--- config.mk ---
export PLATFORM = sky130hd
export DESIGN_NAME = atp_mul
export DESIGN_NICKNAME = d
export VERILOG_FILES = /design/src/rtl/assert_macros.svh /design/src/rtl/atp_mul.sv
export SDC_FILE = /design/constraint.sdc
export NUM_CORES = 2
export LEC_CHECK = 0
export BUFFER_PORTS_ARGS = -buffer_cell sky130_fd_sc_hd__buf_2
export CORE_MARGIN = 2
export CORE_UTILIZATION = 55
export DETAILED_ROUTE_END_ITERATION = 8
export PLACE_DENSITY = 0.72
export SETUP_SLACK_MARGIN = 0.2
export SYNTH_ARGS = -nofsm -noshare
export SYNTH_HDL_FRONTEND = slang
export SYNTH_SLANG_ARGS = --single-unit
--- constraint.sdc ---
create_clock -name i_clk -period 18 [get_ports i_clk]
set_clock_uncertainty 0.05 [all_clocks]
set_input_delay 3.6 -clock i_clk [delete_from_list [all_inputs] [get_ports i_clk]]
set_output_delay 3.6 -clock i_clk [all_outputs]
set_load 0.005 [all_outputs]
--- src/rtl/assert_macros.svh ---
// Assertion macros shared by the pacer RTL.
`ifndef ASSERT_MACROS_SVH
`define ASSERT_MACROS_SVH
// Implication checked on every clock edge outside reset.
`define ATP_ASSERT_IMP(label, clk, rst_n, ante, cons, msg) \
    label: assert property (@(posedge clk) disable iff (!rst_n) (ante) |-> (cons)) \
        else $error(msg);
// Next-cycle implication checked outside reset.
`define ATP_ASSERT_NEXT(label, clk, rst_n, ante, cons, msg) \
    label: assert property (@(posedge clk) disable iff (!rst_n) (ante) |=> (cons)) \
        else $error(msg);
`endif

--- src/rtl/atp_mul.sv ---
// Shared 32x32 unsigned multiplier with a registered product.
module atp_mul (
    input  logic        i_clk,
    input  logic [31:0] i_a,
    input  logic [31:0] i_b,
    output logic [63:0] o_p
);
    logic [63:0] r_p;
    always_ff @(posedge i_clk) begin
        r_p <= i_a * i_b;
    end
    assign o_p = r_p;
endmodule

==> results.cfg <==
[grt]
grt_pass1_vias = 27300
antenna_found_initial = 1
grt_max_degree = 33
grt_pass1_wl_um = 144000
grt.overflow.total = 0
grt.total_usage_pct = 28.7

[cells_and_area]
register_area_um2 = 1280
largest_register_ffs = 64
drive_gt1_share_pct = 4.49
synthToLayoutAreaGrowth_pct = 3.56
multi_input_area_um2 = 29300
nNetsFinal = 4896
antenna-diode-count = 0
fillers = 5603

[sta]
max_freq_mhz = 88.4
slew_headroom_pct = 44.8
fin_crit_sh_pct = 62.9
fin_crit_ps = 11320
slew_violations = 0
tightest_slew_ps = 828
tns_ps = 0
setup_viol = 0
rsz0062_at_grt = false
hold_viol = 0

[placed_design]
gp_congestion = 0.958
port_buffers = 128
dp_hpwl_um = 70700

[critical_path]
cp.arrival_ps = 11530
criticalPathCategory = input port to flip-flop
cp-start-kind = input port
path_max_fanout = 32
worstSetupEndpointType = flip-flop
crit_required_ps = 18220

[clock_tree]
cts_hold_buf = 0
cts_tree = built
cts.clk_slew.worst_paths_ps = 50
cts_buffers = 9
postCtsSetupRepairBufs = 0
ctsRootBufferMaster = clkbuf_16
cts_resized = 0
clock-sinks = 64
h-tree-depth = 3
clockBufferDepth = 2

[yosys]
syn_avg_cell_area_um2 = 9.25
synth.distinct_cells = 57
yosysSeqAreaShare_pct = 3.69
ys_async_sr_fraction_pct = 0
syn_area_um2 = 34700
synth_top_area_share_pct = 51.7
synth.most_common_cell = fa_1
yosysWarnings = 0
netlist_top_cells_count = 896 x fa_1, 865 x inv_1, 602 x and2_1
synth_edf_count = 0
synthTopCellsByArea = fa_1 52%, and2_1 11%, ha_1 9.5%, inv_1 9.4%, nand2_1 5.2%
syn_inst = 3748
synth_ff_type = dfxtp_1
synth.largest_area_cell = fa_1
ys_seq_elements = 64
synth_nets = 4972

[hold_path]
hold_path_depth = 2
hold_path.class = input port to flip-flop

[routing]
wl_per_cell_um = 19.5
drtIter0Drc = 1490
drc = 0
via_per_inst = 5.46
ant_nets = 0
wl_um = 88400
dr.pass1.iters = 5
vias = 24700

[floorplanning]
ios = 129
die_w_um = 255
die_h_um = 255
initial_core_util_pct = 55.3
fp-row-count = 92
coreArea_um2 = 62700
die_area_um2 = 65100

[run_status]
outcome = complete, no violations

[run]
maxCapViolations = 0
==> per-layer routing <==
metal	vias up	wire length, um	track usage (%)
met5	-	0	0
met4	0	4700	13.1
met3	232	4830	3.00
met2	863	45800	51.7
met1	12900	33100	34.8
li1	10700	-	-
==> cell type report <==
class / instances / share of cell area, %
timing repair buffer: 133 / 1.89
sequential: 64 / 3.57
inverter: 865 / 9.04
tap: 846 / 2.95
clock buffer: 12 / 0.714
clock inverter: 4 / 0.213
multi-input combinational: 2599 / 81.6
==> cell usage in the layout (no fill, tap or decap), types with 10 or more instances in the layout <==
cell and instances:
and3_1 14, a21oi_1 63, o21bai_1 10, dfxtp_1 64, ha_1 263, xnor2_1 35
buf_2 128, o21ai_0 21, a21o_1 40, nand3_1 10, inv_1 865, nand4_1 23
and2_1 602, a31oi_1 12, nor2_1 20, xor2_1 25, fa_1 896, nand2_1 480
==> per-stage QoR <==
| stage | instance area, um^2 | utilization (%) | setup slack (ps) | hold slack, ps | std cells |
|---|---|---|---|---|---|
| 3_3_place_gp | 35600 | 56.7 | 6640 | 3930 | 4507 |
| 5_1_grt | 35900 | 57.2 | 6450 | 3880 | 4523 |
| 3_5_place_dp | 35600 | 56.7 | 6510 | 3920 | 4507 |
| 2_1_floorplan | 34700 | - | 7600 | 3680 | 3748 |
| 4_1_cts | 35900 | 57.2 | 6870 | 3860 | 4523 |
| 6_report | 35900 | 57.2 | 6680 | 3880 | 4523 |
==> final timing paths <==
kind | start | endpoint | slack, ps
worst min-delay path | i_a[0] | o_p[0] | 3880
worst max-delay path | i_b[8] | o_p[62] | 6680
==> worst max-delay path: stages <==
cell	delay, ps
buf_2	550
nand2_1	170
fa_1	580
inv_1	60
fa_1	530
inv_1	50
fa_1	530
inv_1	60
fa_1	490
fa_1	560
fa_1	430
fa_1	520
inv_1	60
fa_1	480
inv_1	40
ha_1	420
nand4_1	230
or4_1	460
or3_1	350
a31oi_1	600
a31o_2	310
a211oi_1	110
o21ai_1	170
xor2_1	160
==> cell families (layout without fill, tap and decap cells) <==
logic type / Yosys count / after routing / share of synthesized area [%]
AO/OA/AOI/OAI: 202 / 202 / 4.15
multiplexers: 1 / 1 / 0.0289
AND/OR/NAND/NOR: 1177 / 1177 / 17.6
XOR/XNOR: 60 / 60 / 1.52
flip-flops: 64 / 64 / 3.69
adder cells (fa/ha/maj): 1159 / 1159 / 61.2
buffers and inverters: 1085 / 1014 / 11.8
Power is not shown: default switching activity piles up to over one toggle a cycle in this logic, so the estimate is an artifact.
