[config.mk]
export PLATFORM = sky130hd
export DESIGN_NAME = atp_divider
export DESIGN_NICKNAME = d
export VERILOG_FILES = /design/src/rtl/assert_macros.svh /design/src/rtl/atp_pkg.sv /design/src/rtl/atp_divider.sv
export SDC_FILE = /design/constraint.sdc
export NUM_CORES = 1
export LEC_CHECK = 0
export ABC_AREA = 0
export BUFFER_PORTS_ARGS = -buffer_cell sky130_fd_sc_hd__buf_2
export CORE_ASPECT_RATIO = 0.75
export CORE_UTILIZATION = 55
export DETAILED_ROUTE_END_ITERATION = 10
export PLACE_DENSITY = 0.79
export REMOVE_ABC_BUFFERS = 1
export SETUP_SLACK_MARGIN = 0.2
export SKIP_LAST_GASP = 1
export SYNTH_ARGS = -nofsm -noshare
export SYNTH_HDL_FRONTEND = slang
export SYNTH_SLANG_ARGS = --single-unit
[constraint.sdc]
create_clock -name i_clk -period 9.4 [get_ports i_clk]
set_clock_uncertainty 0.05 [all_clocks]
set_input_delay 0.94 -clock i_clk [delete_from_list [all_inputs] [get_ports i_clk]]
set_output_delay 0.94 -clock i_clk [all_outputs]
set_load 0.01 [all_outputs]
[src/rtl/assert_macros.svh]
// Assertion macros shared by the pacer RTL.
`ifndef ASSERT_MACROS_SVH
`define ASSERT_MACROS_SVH
// Implication checked on every clock edge outside reset.
`define ATP_ASSERT_IMP(label, clk, rst_n, ante, cons, msg) \
    label: assert property (@(posedge clk) disable iff (!rst_n) (ante) |-> (cons)) \
        else $error(msg);
// Next-cycle implication checked outside reset.
`define ATP_ASSERT_NEXT(label, clk, rst_n, ante, cons, msg) \
    label: assert property (@(posedge clk) disable iff (!rst_n) (ante) |=> (cons)) \
        else $error(msg);
`endif

[src/rtl/atp_pkg.sv]
// Types and constants of the allocation tax pacer.
package atp_pkg;
    localparam logic [2:0] OP_CLAIM  = 3'd0;
    localparam logic [2:0] OP_FORCED = 3'd1;
    localparam logic [2:0] OP_UNPACE = 3'd2;
    localparam logic [2:0] OP_MARK   = 3'd3;
    localparam logic [2:0] OP_EVAC   = 3'd4;
    localparam logic [2:0] OP_UPDREF = 3'd5;
    localparam logic [2:0] OP_IDLE   = 3'd6;
    localparam logic [2:0] OP_RESET  = 3'd7;

    localparam logic [1:0] CFG_CYCLE_SLACK = 2'd0;
    localparam logic [1:0] CFG_IDLE_SLACK  = 2'd1;
    localparam logic [1:0] CFG_SURCHARGE   = 2'd2;
    localparam logic [1:0] CFG_CAPACITY    = 2'd3;

    localparam logic [31:0] ONE_Q16 = 32'h0001_0000;
    localparam logic [47:0] BUDGET_MAX = 48'h7FFF_FFFF_FFFF;
    localparam logic [47:0] BUDGET_MIN = 48'h8000_0000_0000;
    localparam int unsigned PCT = 100;

    typedef struct packed {
        logic [2:0]  operation;
        logic [31:0] alloc_words;
        logic [31:0] ticket_epoch;
        logic [47:0] work_bytes;
        logic [47:0] free_bytes;
    } t_in_item;

    typedef struct packed {
        logic        granted;
        logic [47:0] budget_words;
        logic [31:0] epoch_now;
        logic [31:0] rate_q16_16;
    } t_out_item;

    // Divider request and status between the sequencer and the divider.
    typedef struct packed {
        logic        start;
        logic [63:0] dividend;
        logic [47:0] divisor;
    } t_div_req;

    typedef struct packed {
        logic        busy;
        logic        done;
        logic [63:0] quotient;
    } t_div_rsp;
endpackage

[src/rtl/atp_divider.sv]
// Radix-2 restoring divider, 64-bit dividend by 48-bit divisor, one bit a cycle.
module atp_divider (
    input  logic               i_clk,
    input  logic               i_rst_n,
    input  atp_pkg::t_div_req  i_req,
    output atp_pkg::t_div_rsp  o_rsp
);
    logic [63:0] r_quo, n_quo;
    logic [48:0] r_rem, n_rem;
    logic [47:0] r_dvs;
    logic [6:0]  r_cnt, n_cnt;
    logic        r_busy, n_busy;
    logic        r_done, n_done;
    logic [48:0] w_sh;
    logic [48:0] w_diff;

    always_comb begin
        w_sh   = {r_rem[47:0], r_quo[63]};
        w_diff = w_sh - {1'b0, r_dvs};
        n_quo  = r_quo;
        n_rem  = r_rem;
        n_cnt  = r_cnt;
        n_busy = r_busy;
        n_done = 1'b0;
        if (i_req.start) begin
            n_quo  = i_req.dividend;
            n_rem  = '0;
            n_cnt  = 7'd64;
            n_busy = 1'b1;
        end else if (r_busy) begin
            if (!w_diff[48]) begin
                n_rem = w_diff;
                n_quo = {r_quo[62:0], 1'b1};
            end else begin
                n_rem = w_sh;
                n_quo = {r_quo[62:0], 1'b0};
            end
            n_cnt = r_cnt - 7'd1;
            if (r_cnt == 7'd1) begin
                n_busy = 1'b0;
                n_done = 1'b1;
            end
        end
    end

    always_ff @(posedge i_clk) begin
        if (!i_rst_n) begin
            r_busy <= 1'b0;
            r_done <= 1'b0;
            r_cnt  <= '0;
        end else begin
            r_busy <= n_busy;
            r_done <= n_done;
            r_cnt  <= n_cnt;
        end
        r_quo <= n_quo;
        r_rem <= n_rem;
        if (i_req.start) r_dvs <= i_req.divisor;
    end

    assign o_rsp.busy     = r_busy;
    assign o_rsp.done     = r_done;
    assign o_rsp.quotient = r_quo;
endmodule

==> results of run 1 <==
per-layer routing:
metal / part of all wire / vias up
li1: - / 3765
met5: 0 / -
met2: 0.42 / 306
met3: 0.073 / 31
met4: 0.017 / 0
met1: 0.49 / 3526
cell usage in the layout, fill, tap and decap left out, types with 3 or more instances in the layout:
master	count
ha_1	50
a21boi_0	4
buf_2	179
nor2_1	91
dfxtp_1	56
nor3_1	19
clkinv_4	3
mux2_2	63
a22oi_1	5
inv_6	4
o31ai_1	5
o21ai_0	46
or4_1	3
nand2b_1	6
nor4b_1	3
a211oi_1	40
nor4_1	6
o22ai_1	3
edfxtp_1	112
o21bai_1	6
and2_1	5
nand2_1	46
nor2b_1	6
buf_4	6
nand4_1	15
and3_1	7
a21oi_1	77
a21o_1	23
clkbuf_16	17
mux2i_1	12
inv_1	64
o21a_1	6
o211ai_1	9
or3_1	5
xor2_1	21
nand3_1	10
xnor2_1	28
power by group through the flow:
stage	Combinational (mW)	Clock (mW)	Sequential, mW
floorplan	0.238	0	0.924
global placement	0.373	0	0.909
detailed placement	0.376	0	0.912
CTS	0.380	0.718	0.897
global route	0.424	0.746	0.905
finish	0.384	0.707	0.897
flip-flops by register name (all words and copies together) (netlist names):
signal  count
r_done      1
r_rem      48
r_busy      1
r_cnt       7
r_dvs      48
r_quo      64
kinds of logic (layout without fill, tap and decap cells):
| kind of cell | after synthesis | count (layout) | share of synthesized area |
|---|---|---|---|
| xor+xnor | 49 | 49 | 0.04483 |
| simple gates | 232 | 232 | 0.1159 |
| flops | 169 | 169 | 0.4705 |
| mux | 75 | 75 | 0.08664 |
| buf+inv | 112 | 283 | 0.04770 |
| compound gates | 248 | 248 | 0.1670 |
| fa+ha+maj | 51 | 51 | 0.06743 |
cell type report:
class,count,area [um^2],area share
Clock buffer,17,425.4,0.03807
Timing Repair Buffer,186,952.2,0.08521
Sequential cell,169,4506,0.4032
Clock inverter,15,165.2,0.01478
Multi-Input combinational cell,655,4613,0.4128
Inverter,65,244.0,0.02183
Tap cell,215,269.0,0.02407
per-stage QoR:
stage | total power, mW | hold WS (ns)
2_1_floorplan | 1.161 | 0.4019
3_3_place_gp | 1.282 | 0.4234
3_5_place_dp | 1.289 | 0.4331
4_1_cts | 1.995 | 0.4428
5_1_grt | 2.075 | 0.4745
6_report | 1.988 | 0.4428
worst max-delay path by stage:
stage	start	end	slack [ns]	cells after the start
floorplan	r_dvs[37]	r_rem[47]	5.30	10
global placement	r_dvs[37]	r_rem[35]	5.06	11
detailed placement	r_dvs[37]	r_rem[35]	4.95	11
CTS	r_dvs[37]	r_rem[35]	4.91	11
global route	r_quo[63]	r_rem[35]	4.53	13
finish	r_dvs[37]	r_rem[35]	4.92	11
critical path: stages (launching register included):
cell      delay, ns
edfxtp_1       0.32
inv_1          0.04
ha_1           0.46
nand4_2        0.18
or4_1          0.53
or4_4          0.55
a211oi_4       0.28
a211o_2        0.17
nand3_2        0.74
buf_4          0.55
o311ai_1       0.32
a21oi_1        0.10
==> impl_metrics.csv, run 1 <==
group,metric,value,unit
run_status,status,"finished, final reports clean",
synthesis,synth.most_common_cell,"edfxtp_1",
timing,fmax,223.0,MHz
floorplanning,coreArea,16930,um^2
timing,final_max_slew_viol_count,0,
synthesis,async_flop_share,0,
clock_tree,clock_latency,0.44,ns
synthesis,synth_top_cell_by_area,"edfxtp_1",
floorplanning,io_pins,181,
pwr,clkPwrFrac,0.356,
grt,grt_pass1_vias,7168,
clock_tree,postCtsSetupRepairBufs,0,
worst_setup_path,critPathRequiredTime,9.63,ns
timing,hold_viol_final,0,
floorplanning,die_area,17940,um^2
timing,final.period_utilization,0.4770,
pwr,net-switching-power,0.5631,mW
synthesis,yosysWarnings,0,
synthesis,synth_edf_count,112,
clock_tree,cts_hold_buffers,0,
synthesis,netlist_area,9574,um^2
floorplanning,rows,41,
pwr,comb_power_share,0.193,
worst_setup_path,worstPathMaxFanout,50,
placed_design,dp_worst_setup_slack,4.954,ns
drt,ant_nets,0,
clock_tree,cts_buffer_depth,2,
placed_design,place_congestion,0.9394,
worst_hold_path,hold_depth,2,
grt,grt_use_met2,0.3842,
pwr,vdd_drop_max,0.1183,mV
drt,drc_errors,0,
timing,setup-violations-final,0,
flow_run,maxCapViolCount,0,
synthesis,avgSynthCellArea,10.23,um^2
synthesis,ys_seq_area_frac,0.4705,
grt,met1_usage,0.3617,
worst_hold_path,min_from,"r_rem[4]",
grt,grt_overflow,0,
timing,tns,0,ns
placed_design,hpwlAfterDp,15500,um
synthesis,synth-seq-cells,169,
clock_tree,cts_root_buf,"clkbuf_16",
drt,drt-pass1-iter-count,5,
pwr,swShare,0.2833,
pwr,p_seq_frac,0.451,
placed_design,dpl_cell_area,10580,um^2
timing,period_minus_slack,4.484,ns
grt,grtUsageTotal,0.2519,
timing,setup_ws,4.916,ns
worst_hold_path,min_to,"r_rem[4]",
worst_hold_path,hp-class,"reg -> reg",
floorplanning,die_w,154.4,um
clock_tree,clkSinkCount,169,
pwr,p_per_area,177.9,nW/um^2
drt,vias,7628,
timing,slew_headroom,0.3327,
grt,use_met3,0.05603,
grt,grt_antenna_before_repair,0,
worst_setup_path,reg2reg_to,"r_rem[35]",
timing,worst_pin_slew,0.9998,ns
floorplanning,die_y,116.3,um
synthesis,ys.flop_type,"edfxtp_1",
synthesis,netlist_top_cells_area,"edfxtp_1, dfxtp_1, mux2_2",
clock_tree,path_clk_slew,0.06,ns
worst_setup_path,r2r-start,"r_dvs[37]",
drt,drtIter0Drc,591,
drt,drt-wirelength-per-cell,16.46,um
pwr,leakagePower,4.779,nW
worst_setup_path,start_kind,"flip-flop",
pwr,intPower,1.424,mW
clock_tree,htreeDepth,4,
synthesis,syn_inst,936,
drt,finalWirelength,21760,um
worst_setup_path,r2r_cells,11,
clock_tree,cts_resized,0,
grt,grt_busiest_layer,"met2",
cells_and_area,nNetsFinal,1260,
synthesis,synth_common_cells,"edfxtp_1, nor2_1, a21oi_1",
cells_and_area,antenna_cells,0,
placed_design,io_buffer_count,180,
grt,grt_pass1_wl,35490,um
worst_setup_path,cp_data_arrival_time,4.72,ns
cells_and_area,fin_area,11170,um^2
synthesis,synth_top_area_frac,0.3513,
placed_design,dpl.cell_count,1290,
cells_and_area,nFillCells,1394,
cells_and_area,drive_gt1_frac,0.2629,
cells_and_area,final_cells,1322,
floorplanning,initial_core_util,0.5656,
cells_and_area,final_core_util,0.6601,
clock_tree,cts_tree,"built",
drt,viasPerCell,5.770,
worst_setup_path,critPathKind,"reg -> reg",
worst_setup_path,r2r_slack,4.92,ns
synthesis,synth.distinct_cells,62,
cells_and_area,synthToLayoutAreaGrowth,16.71,%
timing,rsz0062_at_grt,"no",
clock_tree,numCtsBuffers,17,
grt,grt_max_degree,89,
worst_setup_path,cp-end-kind,"flip-flop",
Note: power is estimated with default switching activity, not from simulation.
==> inputs of run 2 (changes only) <==
--- a/config.mk
+++ b/config.mk
@@ -5,12 +5,12 @@
 export SDC_FILE = /design/constraint.sdc
 export NUM_CORES = 1
 export LEC_CHECK = 0
-export ABC_AREA = 0
+export ABC_AREA = 1
 export BUFFER_PORTS_ARGS = -buffer_cell sky130_fd_sc_hd__buf_2
 export CORE_ASPECT_RATIO = 0.75
 export CORE_UTILIZATION = 55
 export DETAILED_ROUTE_END_ITERATION = 10
-export PLACE_DENSITY = 0.79
+export PLACE_DENSITY = 0.78
 export REMOVE_ABC_BUFFERS = 1
 export SETUP_SLACK_MARGIN = 0.2
 export SKIP_LAST_GASP = 1
==> constraint.sdc (replaced) <==
create_clock -name i_clk -period 4.5 [get_ports i_clk]
set_clock_uncertainty 0.05 [all_clocks]
set_input_delay 0.45 -clock i_clk [delete_from_list [all_inputs] [get_ports i_clk]]
set_output_delay 0.45 -clock i_clk [all_outputs]
set_load 0.01 [all_outputs]
==> run 2 against run 1 <==
Worst setup slack got worse by 3.6 ns. Global-route usage up 4.5 points. Core utilization is 0.45 points lower. Hold slack worse by 0.32 ns. Cell area increased by 15%. Via count grew 38%. Sequential power increased by 100%. Sequential cell count is the same. Clock-buffer cell count up 3. Critical path type unchanged. Critical endpoint is now r_rem[20]. Largest power group unchanged. Highest routed layer is now met5.
==> impl_metrics.csv, run 2 <==
group,metric,value,unit
drt,vias,10550,
timing,worst_pin_slew,1.229,ns
floorplanning,coreArea,19650,um^2
synthesis,synth.most_common_cell,"nand2_1",
clock_tree,cts_root_buf,"clkbuf_16",
synthesis,ys_seq_area_frac,0.4010,
drt,ant_nets,0,
timing,setup-violations-final,0,
worst_setup_path,r2r-start,"r_quo[63]",
grt,grt_antenna_before_repair,2,
worst_setup_path,cpPeakStageDelay,0.78,ns
worst_setup_path,crit_top_cell,"nand2_1",
worst_setup_path,cp_top_family,"simple AND/OR/NAND/NOR gates",
floorplanning,rows,44,
floorplanning,initial_core_util,0.5716,
worst_setup_path,worstPathMaxFanout,49,
clock_tree,postCtsSetupRepairBufs,0,
drt,drt-wirelength-per-cell,14.10,um
cells_and_area,final_cell_mix,"nand2_1, inv_1, buf_2, edfxtp_1, nor2_1",
worst_hold_path,hp-class,"in -> reg",
drt,drc_errors,0,
timing,rsz0062_at_grt,"no",
worst_hold_path,hold_depth,1,
cells_and_area,fin_area,12880,um^2
worst_setup_path,cp_data_arrival_time,3.48,ns
placed_design,dpl_cell_area,12300,um^2
placed_design,io_buffer_count,180,
clock_tree,cts_resized,0,
clock_tree,numCtsBuffers,17,
worst_setup_path,cp-end-kind,"flip-flop",
worst_hold_path,min_to,"r_dvs[3]",
grt,grt_pass1_vias,9726,
pwr,intPower,2.797,mW
timing,fmax,312.1,MHz
cells_and_area,nFillCells,1782,
worst_setup_path,critPathKind,"reg -> reg",
worst_setup_path,r2r_slack,1.30,ns
grt,grt_pass1_wl,48780,um
timing,period_minus_slack,3.204,ns
synthesis,synth_edf_count,112,
synthesis,netlist_area,11230,um^2
synthesis,ys.flop_type,"edfxtp_1",
floorplanning,io_pins,181,
worst_setup_path,slowest_stage,"nand2_2",
timing,holdWs,0.1263,ns
pwr,swShare,0.2641,
drt,finalWirelength,29980,um
placed_design,hpwlAfterDp,23110,um
cells_and_area,reg_top3,"r_quo x64, r_dvs x48, r_rem x48",
pwr,net-switching-power,1.004,mW
pwr,p_seq_frac,0.480,
worst_setup_path,worst-path-buf-inv,2,
synthesis,synth_common_cells,"nand2_1, inv_1, edfxtp_1, nor2_1, nand3_1",
drt,drtIter0Drc,835,
grt,grt_overflow,0,
clock_tree,path_clk_slew,0.07,ns
clock_tree,cts_buffer_depth,2,
synthesis,synth.distinct_cells,38,
timing,hold_viol_final,0,
cells_and_area,final_core_util,0.6556,
synthesis,synth_top_cell_by_area,"edfxtp_1",
timing,final.period_utilization,0.7120,
worst_setup_path,start_kind,"flip-flop",
floorplanning,die_w,167.0,um
run_status,status,"finished, final reports clean",
cells_and_area,largest_register_ffs,64,
pwr,comb_power_share,0.132,
grt,grt_max_degree,83,
worst_setup_path,r2r_cells,16,
clock_tree,cts_tree,"built",
cells_and_area,nNetsFinal,2027,
pwr,vdd_drop_max,0.3292,mV
synthesis,syn_inst,1694,
synthesis,synth-seq-cells,169,
cells_and_area,regArea,4504,um^2
timing,slew_headroom,0.1787,
pwr,clkPwrFrac,0.388,
synthesis,async_flop_share,0,
worst_setup_path,crit_chain,"inv_1 -> ha_1 -> inv_1 -> fa_1 -> nand2_1 -> nand2_1 -> nand3_1 -> nand2_2 -> nand2_1 -> nand2_1 -> nand2_2 -> nand4_1 -> nand2_2 -> nand2_1 -> nand3_1 -> nand2_1",
drt,viasPerCell,4.960,
clock_tree,htreeDepth,4,
synthesis,synth_top_area_frac,0.2994,
cells_and_area,multiInputGateArea,5320,um^2
cells_and_area,top_register,"r_quo",
worst_setup_path,reg2reg_to,"r_rem[20]",
pwr,leakagePower,7.208,nW
clock_tree,clkSinkCount,169,
placed_design,dpl.cell_count,2095,
cells_and_area,drive_gt1_frac,0.1265,
placed_design,dp_worst_setup_slack,1.365,ns
synthesis,netlist_top_cells_area,"edfxtp_1, nand2_1, inv_1",
floorplanning,die_y,125.8,um
timing,tns,0,ns
timing,setup_ws,1.296,ns
cells_and_area,antenna_cells,0,
synthesis,avgSynthCellArea,6.631,um^2
cells_and_area,final_cells,2127,
cells_and_area,final_common_cell,"nand2_1",
clock_tree,clock_latency,0.44,ns
pwr,finalPower,3.801,mW
placed_design,place_congestion,0.9611,
flow_run,maxCapViolCount,0,
grt,grtUsageTotal,0.2966,
worst_setup_path,critPathRequiredTime,4.78,ns
cells_and_area,synthToLayoutAreaGrowth,14.70,%
floorplanning,die_area,21010,um^2
synthesis,yosysWarnings,0,
drt,drt-pass1-iter-count,6,
clock_tree,cts_hold_buffers,0,
timing,final_max_slew_viol_count,0,
pwr,p_per_area,295.0,nW/um^2
worst_hold_path,min_from,"i_req[3]",
run 2: worst register-to-register path, delay by kind of cell, from the launching register on:
family	cells	cell delay, ns
flip-flops	1	0.39
AND/OR/NAND/NOR	12	1.91
buffers and inverters	2	0.15
adder cells (fa/ha/maj)	2	0.58
run 2: logic make-up after synthesis:
| group | after synthesis | share of synthesized area |
|---|---|---|
| AND/OR/NAND/NOR | 1017 | 0.3607 |
| buffers and inverters | 363 | 0.1268 |
| flip-flops | 169 | 0.4010 |
| AO/OA/AOI/OAI | 67 | 0.03308 |
| adder cells (fa/ha/maj) | 51 | 0.05747 |
| XOR/XNOR | 27 | 0.02105 |
run 2: layer usage:
metal	track usage	wire (um)	up-vias
li1	-	-	5463
met1	0.4148	14230	4707
met2	0.4536	12830	340
met3	0.07794	2482	36
met4	0.08170	417	4
met5	0	23	-
run 2: cell type report:
class / instances / share of cell area
multi-input cells: 1162 / 0.4129
flip-flops and latches: 169 / 0.3496
inverters: 328 / 0.09555
repair buffers: 183 / 0.07186
clock buffers: 20 / 0.03467
well taps: 253 / 0.02457
clock inverters: 12 / 0.01088
run 2: power by group through the flow:
| stage | clock [mW] | combinational [mW] | sequential (mW) |
|---|---|---|---|
| after global placement | 0 | 0.490 | 1.85 |
| after CTS | 1.49 | 0.501 | 1.83 |
| after floorplan | 0 | 0.256 | 1.88 |
| after detailed placement | 0 | 0.499 | 1.86 |
| after global routing | 1.56 | 0.560 | 1.84 |
| final | 1.47 | 0.503 | 1.83 |
run 2: how the worst max path moves through the flow:
stage	depth (start not counted)	endpoint	slack, ns	from
after floorplan	2	r_quo[0]	0.46	i_req[112]
after global placement	16	r_rem[0]	1.45	r_quo[63]
after detailed placement	16	r_rem[17]	1.37	r_quo[63]
after CTS	16	r_rem[20]	1.31	r_quo[63]
after global routing	16	r_rem[20]	0.96	r_quo[63]
final	16	r_rem[20]	1.30	r_quo[63]
